===== src/sv/button_press_classifier_top_assert.svh =====
// Assertion macros for the button press classifier.
// Expects i_clk and i_rst_n in the scope of the including module.
`ifndef BUTTON_PRESS_CLASSIFIER_TOP_ASSERT_SVH
`define BUTTON_PRESS_CLASSIFIER_TOP_ASSERT_SVH

// Checked only while out of reset.
`define BPC_ASSERT(lbl, prop, msg) \
    lbl: assert property (@(posedge i_clk) disable iff (!i_rst_n) prop) else $error(msg);

// Checked on every edge, reset included.
`define BPC_ASSERT_ALWAYS(lbl, prop, msg) \
    lbl: assert property (@(posedge i_clk) prop) else $error(msg);

`endif


===== src/sv/bpc_pkg.sv =====
// Shared types and constants for the button press classifier.
// No dependencies.
`timescale 1ns / 1ps

package bpc_pkg;

    localparam int CFG_IDX_W  = 3;
    localparam int CFG_DATA_W = 16;
    localparam int FIELD_W    = 16;

    typedef enum logic [CFG_IDX_W-1:0] {
        CFG_ACTIVE_LEVEL = 3'd0,
        CFG_ARM_RELEASE  = 3'd1,
        CFG_DEBOUNCE     = 3'd2,
        CFG_MIN_PRESS    = 3'd3,
        CFG_LONG_PRESS   = 3'd4
    } t_cfg_idx;

    localparam logic                RST_ACTIVE_LEVEL = 1'b1;
    localparam logic [FIELD_W-1:0]  RST_ARM_RELEASE  = 16'd50;
    localparam logic [FIELD_W-1:0]  RST_DEBOUNCE     = 16'd3;
    localparam logic [FIELD_W-1:0]  RST_MIN_PRESS    = 16'd5;
    localparam logic [FIELD_W-1:0]  RST_LONG_PRESS   = 16'd300;
    localparam logic [FIELD_W-1:0]  HELD_MAX         = 16'hFFFF;

endpackage


===== src/sv/button_press_classifier_top.sv =====
// Button press classifier top level: one raw sample in, one classified result out per transfer.
// Depends on bpc_pkg and button_press_classifier_top_assert.svh.
// The result of a sample is registered and can be taken in the cycle after its input transfer.
// Throughput: one sample per cycle if results are taken; one combinational pass feeds the state
// and the result register, and the input stays open while the waiting result is being taken.
// Reset (synchronous, active low) clears the state, drops any pending result, restores defaults.
`timescale 1ns / 1ps

module button_press_classifier_top
    import bpc_pkg::*;
#(
    parameter int TIMER_BITS = 16
) (
    input  logic                  i_clk,
    input  logic                  i_rst_n,
    // configuration write port
    input  logic                  i_cfg_we,
    input  logic [CFG_IDX_W-1:0]  i_cfg_idx,
    input  logic [CFG_DATA_W-1:0] i_cfg_data,
    // sample channel
    input  logic                  i_valid,
    output logic                  o_ready,
    input  logic                  i_raw_level,
    // result channel
    output logic                  o_valid,
    input  logic                  i_ready,
    output logic                  o_is_armed,
    output logic                  o_button_down,
    output logic                  o_press_event,
    output logic                  o_long_press_event,
    output logic                  o_short_press_event,
    output logic                  o_power_off_request,
    output logic [FIELD_W-1:0]    o_held_ticks
);

    // Compare width: ages and 16-bit thresholds meet at the wider of the two.
    localparam int CW = (TIMER_BITS > FIELD_W) ? TIMER_BITS : FIELD_W;

    // Configuration registers
    logic                  r_active_level;
    logic [FIELD_W-1:0]    r_arm_ticks;
    logic [FIELD_W-1:0]    r_deb_ticks;
    logic [FIELD_W-1:0]    r_min_ticks;
    logic [FIELD_W-1:0]    r_long_ticks;

    // Classifier state
    logic                  r_armed;
    logic                  r_last_raw;
    logic                  r_stable_down;
    logic                  r_long_seen;
    logic [TIMER_BITS-1:0] r_release_age;
    logic [TIMER_BITS-1:0] r_change_age;
    logic [TIMER_BITS-1:0] r_hold_age;

    // Next state; the *_b ages are the values after this tick's restarts,
    // before the end-of-tick increment.
    logic                  n_armed;
    logic                  n_last_raw;
    logic                  n_stable_down;
    logic                  n_long_seen;
    logic [TIMER_BITS-1:0] rel_b;
    logic [TIMER_BITS-1:0] chg_b;
    logic [TIMER_BITS-1:0] hold_b;
    logic [TIMER_BITS-1:0] n_release_age;
    logic [TIMER_BITS-1:0] n_change_age;
    logic [TIMER_BITS-1:0] n_hold_age;

    logic                  w_pressed;
    logic                  w_released_now;
    logic                  w_press_ev;
    logic                  w_long_ev;
    logic                  w_short_ev;
    logic                  w_off_ev;
    logic [CW-1:0]         w_held;
    logic [FIELD_W-1:0]    w_held_sat;

    // Output register
    logic                  r_out_valid;
    logic                  r_is_armed;
    logic                  r_button_down;
    logic                  r_press_event;
    logic                  r_long_press_event;
    logic                  r_short_press_event;
    logic                  r_power_off_request;
    logic [FIELD_W-1:0]    r_held_ticks;

    logic                  in_xfer;

    // Result summaries watched by the checks at the end
    logic                  w_rel_both;
    logic                  w_out_busy;

    // Take a sample whenever the output slot is empty or drains this cycle.
    assign o_ready = !r_out_valid || i_ready;
    assign in_xfer = i_valid && o_ready;

    assign w_pressed = (i_raw_level == r_active_level);

    always_comb begin
        n_armed        = r_armed;
        n_last_raw     = r_last_raw;
        n_stable_down  = r_stable_down;
        n_long_seen    = r_long_seen;
        rel_b          = r_release_age;
        chg_b          = r_change_age;
        hold_b         = r_hold_age;
        w_released_now = 1'b0;
        w_press_ev     = 1'b0;
        w_long_ev      = 1'b0;
        w_short_ev     = 1'b0;
        w_off_ev       = 1'b0;
        w_held         = '0;

        if (!r_armed) begin
            // Unarmed: wait for a long enough release, no debouncing.
            if (w_pressed) begin
                rel_b = '0;
            end else if (CW'(r_release_age) >= CW'(r_arm_ticks)) begin
                n_armed       = 1'b1;
                n_last_raw    = 1'b0;
                n_stable_down = 1'b0;
                chg_b         = '0;
            end
        end else begin
            // Any raw change restarts the stability timer.
            if (w_pressed != r_last_raw) begin
                n_last_raw = w_pressed;
                chg_b      = '0;
            end
            // Accept the level once it has been stable long enough.
            if ((w_pressed != r_stable_down) && (CW'(chg_b) >= CW'(r_deb_ticks))) begin
                n_stable_down = w_pressed;
                if (w_pressed) begin
                    hold_b      = '0;
                    n_long_seen = 1'b0;
                    w_press_ev  = 1'b1;
                end else begin
                    // Release: classify the press that just ended.
                    w_released_now = 1'b1;
                    w_held         = CW'(r_hold_age);
                    if (r_long_seen || (CW'(r_hold_age) >= CW'(r_long_ticks))) begin
                        w_off_ev = 1'b1;
                    end else if (CW'(r_hold_age) >= CW'(r_min_ticks)) begin
                        w_short_ev = 1'b1;
                    end
                end
            end
            // Flag a long press while still held, once per press.
            if (n_stable_down && !n_long_seen && (CW'(hold_b) >= CW'(r_long_ticks))) begin
                n_long_seen = 1'b1;
                w_long_ev   = 1'b1;
            end
            if (n_stable_down) begin
                w_held = CW'(hold_b);
            end else if (!w_released_now) begin
                w_held = '0;
            end
        end
    end

    // Every age grows by one at the end of the tick, saturating at all ones.
    assign n_release_age = (&rel_b)  ? rel_b  : rel_b  + TIMER_BITS'(1);
    assign n_change_age  = (&chg_b)  ? chg_b  : chg_b  + TIMER_BITS'(1);
    assign n_hold_age    = (&hold_b) ? hold_b : hold_b + TIMER_BITS'(1);

    // Clamp the held time to the 16-bit result field.
    assign w_held_sat = (w_held > CW'(HELD_MAX)) ? HELD_MAX : w_held[FIELD_W-1:0];

    // Configuration writes; an index past the list is ignored.
    always_ff @(posedge i_clk) begin
        if (!i_rst_n) begin
            r_active_level <= RST_ACTIVE_LEVEL;
            r_arm_ticks    <= RST_ARM_RELEASE;
            r_deb_ticks    <= RST_DEBOUNCE;
            r_min_ticks    <= RST_MIN_PRESS;
            r_long_ticks   <= RST_LONG_PRESS;
        end else if (i_cfg_we) begin
            unique case (i_cfg_idx)
                CFG_ACTIVE_LEVEL: r_active_level <= i_cfg_data[0];
                CFG_ARM_RELEASE:  r_arm_ticks    <= i_cfg_data;
                CFG_DEBOUNCE:     r_deb_ticks    <= i_cfg_data;
                CFG_MIN_PRESS:    r_min_ticks    <= i_cfg_data;
                CFG_LONG_PRESS:   r_long_ticks   <= i_cfg_data;
                default: ;
            endcase
        end
    end

    // Advance the classifier state on each sample transfer.
    always_ff @(posedge i_clk) begin
        if (!i_rst_n) begin
            r_armed       <= 1'b0;
            r_last_raw    <= 1'b0;
            r_stable_down <= 1'b0;
            r_long_seen   <= 1'b0;
            r_release_age <= '0;
            r_change_age  <= '0;
            r_hold_age    <= '0;
        end else if (in_xfer) begin
            r_armed       <= n_armed;
            r_last_raw    <= n_last_raw;
            r_stable_down <= n_stable_down;
            r_long_seen   <= n_long_seen;
            r_release_age <= n_release_age;
            r_change_age  <= n_change_age;
            r_hold_age    <= n_hold_age;
        end
    end

    // Result slot: fill on a sample transfer, empty when taken.
    always_ff @(posedge i_clk) begin
        if (!i_rst_n) begin
            r_out_valid <= 1'b0;
        end else if (in_xfer) begin
            r_out_valid <= 1'b1;
        end else if (i_ready) begin
            r_out_valid <= 1'b0;
        end
    end

    // Result payload; hold while stalled.
    always_ff @(posedge i_clk) begin
        if (in_xfer) begin
            r_is_armed          <= n_armed;
            r_button_down       <= n_stable_down;
            r_press_event       <= w_press_ev;
            r_long_press_event  <= w_long_ev;
            r_short_press_event <= w_short_ev;
            r_power_off_request <= w_off_ev;
            r_held_ticks        <= w_held_sat;
        end
    end

    assign o_valid             = r_out_valid;
    assign o_is_armed          = r_is_armed;
    assign o_button_down       = r_button_down;
    assign o_press_event       = r_press_event;
    assign o_long_press_event  = r_long_press_event;
    assign o_short_press_event = r_short_press_event;
    assign o_power_off_request = r_power_off_request;
    assign o_held_ticks        = r_held_ticks;

    assign w_rel_both = o_short_press_event && o_power_off_request;
    assign w_out_busy = o_button_down || o_press_event || o_long_press_event
                        || o_short_press_event || o_power_off_request || (|o_held_ticks);

`include "button_press_classifier_top_assert.svh"

    // A release is either short or long, never both.
    `BPC_ASSERT(a_release_exclusive, o_valid |-> !w_rel_both, "short and long release together")
    // Unarmed results carry no events, no press and no held time.
    `BPC_ASSERT(a_unarmed_quiet, (o_valid && !o_is_armed) |-> !w_out_busy, "activity while unarmed")
    // A press begins down with zero held time.
    `BPC_ASSERT(a_press_start, (o_valid && o_press_event) |-> (o_button_down && (o_held_ticks == '0)), "bad press start")
    // Once armed, the block stays armed.
    `BPC_ASSERT(a_armed_sticky, r_armed |=> r_armed, "armed flag dropped")
    // Reset empties the result slot.
    `BPC_ASSERT_ALWAYS(a_reset_empty, !i_rst_n |=> !o_valid, "result valid after reset")

endmodule

===== config.mk =====
export PLATFORM = sky130hd
export DESIGN_NAME = button_press_classifier_top
export DESIGN_NICKNAME = d
export VERILOG_FILES = /design/src/sv/bpc_pkg.sv /design/src/sv/button_press_classifier_top.sv
export VERILOG_INCLUDE_DIRS = /design/src /design/src/sv
export SDC_FILE = /design/constraint.sdc
export NUM_CORES = 1
export LEC_CHECK = 0
export BUFFER_PORTS_ARGS = -buffer_cell sky130_fd_sc_hd__clkbuf_2
export CAP_MARGIN = 20
export CORE_UTILIZATION = 62
export DETAILED_ROUTE_END_ITERATION = 6
export PLACE_DENSITY = 0.81
export SLEW_MARGIN = 20
export SYNTH_ARGS = -nofsm -noshare
export SYNTH_HDL_FRONTEND = slang
export SYNTH_SLANG_ARGS = --single-unit

===== constraint.sdc =====
create_clock -name i_clk -period 6.57 [get_ports i_clk]
set_input_delay 1.314 -clock i_clk [delete_from_list [all_inputs] [get_ports i_clk]]
set_output_delay 1.314 -clock i_clk [all_outputs]
set_load 0.02 [all_outputs]

==> metrics.md <==
| Metric | Value |
|---|---|
| RePlAce Congestion | `approximately 0.85` |
| # resized after CTS | `0` |
| Wire length per cell | `between 15 and 20 um` |
| Die area | `~14000 um^2` |
| CP cell instances | `clkbuf_2, xor3_2, and2_1, ha_1, a211o_1, a31oi_1, o21ai_1, a211o_1, nand3_4, inv_2, nor2_1, ha_1, nand4_1, nor3_1, nand2_1, and3_1, a311oi_1, o21a_1` |
| Die Width | `118 um` |
| Clock sinks | `between 100 and 150` |
| Remaining DRCs | `4` |
| Outcome | `complete, but fails checks` |
| Met2 wire length | `approximately 9300 um` |
| Max IR drop VDD | `roughly 230 uV` |
| Post-synthesis cell count | `roughly 1000` |
| Placed wire-length estimate | `14400 um` |
| Critical path buffer and inverter count | `2` |
| Commonest non-fill, non-tap cell in the layout | `nand2_1` |
| H-tree levels | `4` |
| Global-route wire length before repair | `approximately 35000 um` |
| DRT Wirelength | `21200 um` |
| Avg Cell Area, Syn | `~8 um^2` |
| Yosys reg bits | `140` |
| Highest Signal Layer | `met4` |
| Starting density of the core | `between 60 and 70%` |
| Post-Syn Area | `8330 um^2` |
| Crit. path cell count | `18` |
| Placed cells | `between 1000 and 1500` |
| Worst skew pair latency | `approximately 0.43 ns` |
| Yosys cell types | `71` |
| Final non-filler cell total | `about 1200` |
| Worst path required time | `about 6.9 ns` |
| Worst setup EP type | `flip-flop` |
| Antenna Cells | `0` |
| Highest-count cells in the layout ignoring fill and taps | `nand2_1, dfxtp_1, a21oi_1, ha_1, inv_1` |
| Relative max-transition margin | `31.1%` |
| Share of layout cells above drive strength 1 | `~9.6%` |
| Worst Slack Setup Final | `1.45 ns` |
| Post-synthesis sequential area ratio | `between 30 and 40%` |
| Setup TNS Final | `0 ns` |
| Root Driver | `clkbuf_16` |
| Die span in y | `between 100 and 150 um` |
| Final setup viols | `0` |
| Number of global-route vias before repair | `roughly 7000` |
| Met3 WL | `about 1900 um` |
| Design Power | `between 2 and 2.5 mW` |
| Post-CTS Setup Inserts | `0` |
| Overall global routing resource usage | `31.2%` |
| Port bufs | `between 40 and 50` |
| Pwr dens | `between 200 and 250 nW/um^2` |
| Post-synth top area cell | `dfxtp_1` |
| Slew Limit Fails | `0` |
| Worst Hold Margin | `approximately 0.45 ns` |
| Crit-path max FO | `20` |
| Initial antenna violation count | `0` |
| Hold Path Class | `flip-flop to flip-flop` |
| Ys Warns | `0` |
| Max Clk Rate | `between 150 and 200 MHz` |
| Final Skew | `between 0.008 and 0.009 ns` |
| Core Footprint | `around 13000 um^2` |
| Crit path kind | `input pin to flip-flop` |
| Post-synth ARST share | `0%` |
| Final ANT Viol Nets | `0` |
| Drt via density | `between 6 and 7` |
| # rows | `around 40` |
| Net Count, Synth | `1132` |
| Worst-path clk slew | `about 0.060 ns` |
| Final min period | `~5.1 ns` |
| Period utilization | `~78%` |
| Failing checks | `design-rule violations` |
| Clock buffer count from CTS | `17` |
| Global route overflow | `0` |
| Post-synth EDFFs | `22` |
| CP startpoint kind | `input pin` |
| Via count | `~7600` |
| P_leak | `between 3 and 4 nW` |
| I/O pin count | `49` |
| First DRT Iteration DRCs | `~820` |
| Max-cap violations | `0` |
| Worst path top cell family by delay | `simple AND/OR/NAND/NOR gates` |
| RSZ-0062 raised after global routing | `false` |
| Number of nets in the layout | `~1200` |
| Longest Clk Path Bufs | `2` |
| Finished Cell Area | `9240 um^2` |
| Final Util | `between 70 and 80%` |
| Synth area leaders | `dfxtp_1, ha_1, nand2_1` |
| Post-Place Cell Area | `approximately 8600 um^2` |
| Hold Vio Cnt, Final | `0` |
| Number of hold buffers added after CTS | `0` |
| Path depth of the worst reg2reg path | `17` |
| Largest net degree at the start of global routing | `90` |
| Metal-1 WL | `between 9000 and 10000 um` |
| Worst R2R Setup Slack | `between 1.5 and 2 ns` |
| CTS tree | `yes` |
| Detailed Routing Iterations Pass 1 | `7` |
| Worst Tran Pin Value | `1.03 ns` |
| Share of the synthesized area in the top cell type | `about 28%` |
| Crit path DAT | `~5.5 ns` |
| Setup WS pre-CTS | `~1.1 ns` |
| CP max-delay cell | `nor3_1` |
| Area Overhead vs Synth | `10.9%` |
| Largest stage delay on the critical path | `0.44 ns` |
| Synth Flop Type | `dfxtp_1` |
| Hold Path Stages | `2` |
==> sequential cells by signal, summed over array words and instances (netlist names), 16 cells and up <==
| signal | cells |
|---|---|
| o_held_ticks | 16 |
| r_arm_ticks | 16 |
| r_change_age | 16 |
| r_deb_ticks | 16 |
| r_hold_age | 16 |
| r_long_ticks | 16 |
| r_min_ticks | 16 |
| r_release_age | 16 |
==> final cells by class <==
class / instances / area [um^2]
Inverter: 74 / 278
Clock inverter: 10 / 165
Tap cell: 172 / 215
Sequential cell: 140 / 3020
Multi-Input combinational cell: 757 / 4800
Fill cell: 1032 / 3640
Timing Repair Buffer: 55 / 293
Clock buffer: 21 / 462
==> cell usage after synthesis, drive strengths merged, types with 3 or more instances <==
cell type and n:
o21a 3, nor2b 7, xor2 5, nor4 10, or4 12, and3 31, buf 8, o21ai 36
clkbuf 45, a31o 6, o31ai 3, inv 73, o311ai 3, a211oi 5, a21o 17, xnor2 5
a211o 4, a31oi 11, nand4 20, nand3 34, o2111ai 6, and2 34, a2111oi 3, and4 8
nor2 37, ha 83, nand2b 8, o211ai 16, a311oi 7, edfxtp 22, a21oi 105, nand2 181
dfxtp 118, a2bb2oi 3, nor3 25
==> cells by family (layout without fill, tap and decap cells) <==
logic type	count (synthesis)	count (layout)	synth area share, %
flip-flops	140	140	36.3
AO/OA/AOI/OAI	246	246	18.8
buffers and inverters	127	160	6.10
AND/OR/NAND/NOR	415	415	24.6
adder cells (fa/ha/maj)	83	83	12.5
multiplexers	2	2	0.240
XOR/XNOR	11	11	1.44
==> per-layer routing <==
layer | vias to the layer above | track usage [%]
met2 | 337 | 47.7
met1 | 3512 | 44.1
li1 | 3698 | -
met4 | 0 | 8.65
met3 | 27 | 6.98
met5 | - | 0
==> worst min-delay path, delay by kind of cell, from the launching register on <==
family,cells,cell delay (ns)
flops,1,0.30
simple gates,1,0.05
compound gates,1,0.05
==> worst paths after layout <==
check	from	end
max	i_raw_level	r_hold_age[13]
min reg2reg	r_arm_ticks[11]	r_arm_ticks[11]
min	r_arm_ticks[11]	r_arm_ticks[11]
max reg2reg	r_active_level	r_hold_age[13]
==> report_power, final <==
group / total (mW) / switching, mW / leakage [nW] / internal (mW)
Sequential: 0.901 / 0.0119 / 1.18 / 0.889
Clock: 1.03 / 0.375 / 0.303 / 0.657
Combinational: 0.149 / 0.104 / 2.24 / 0.0454
(Power assumes the default switching activity.)
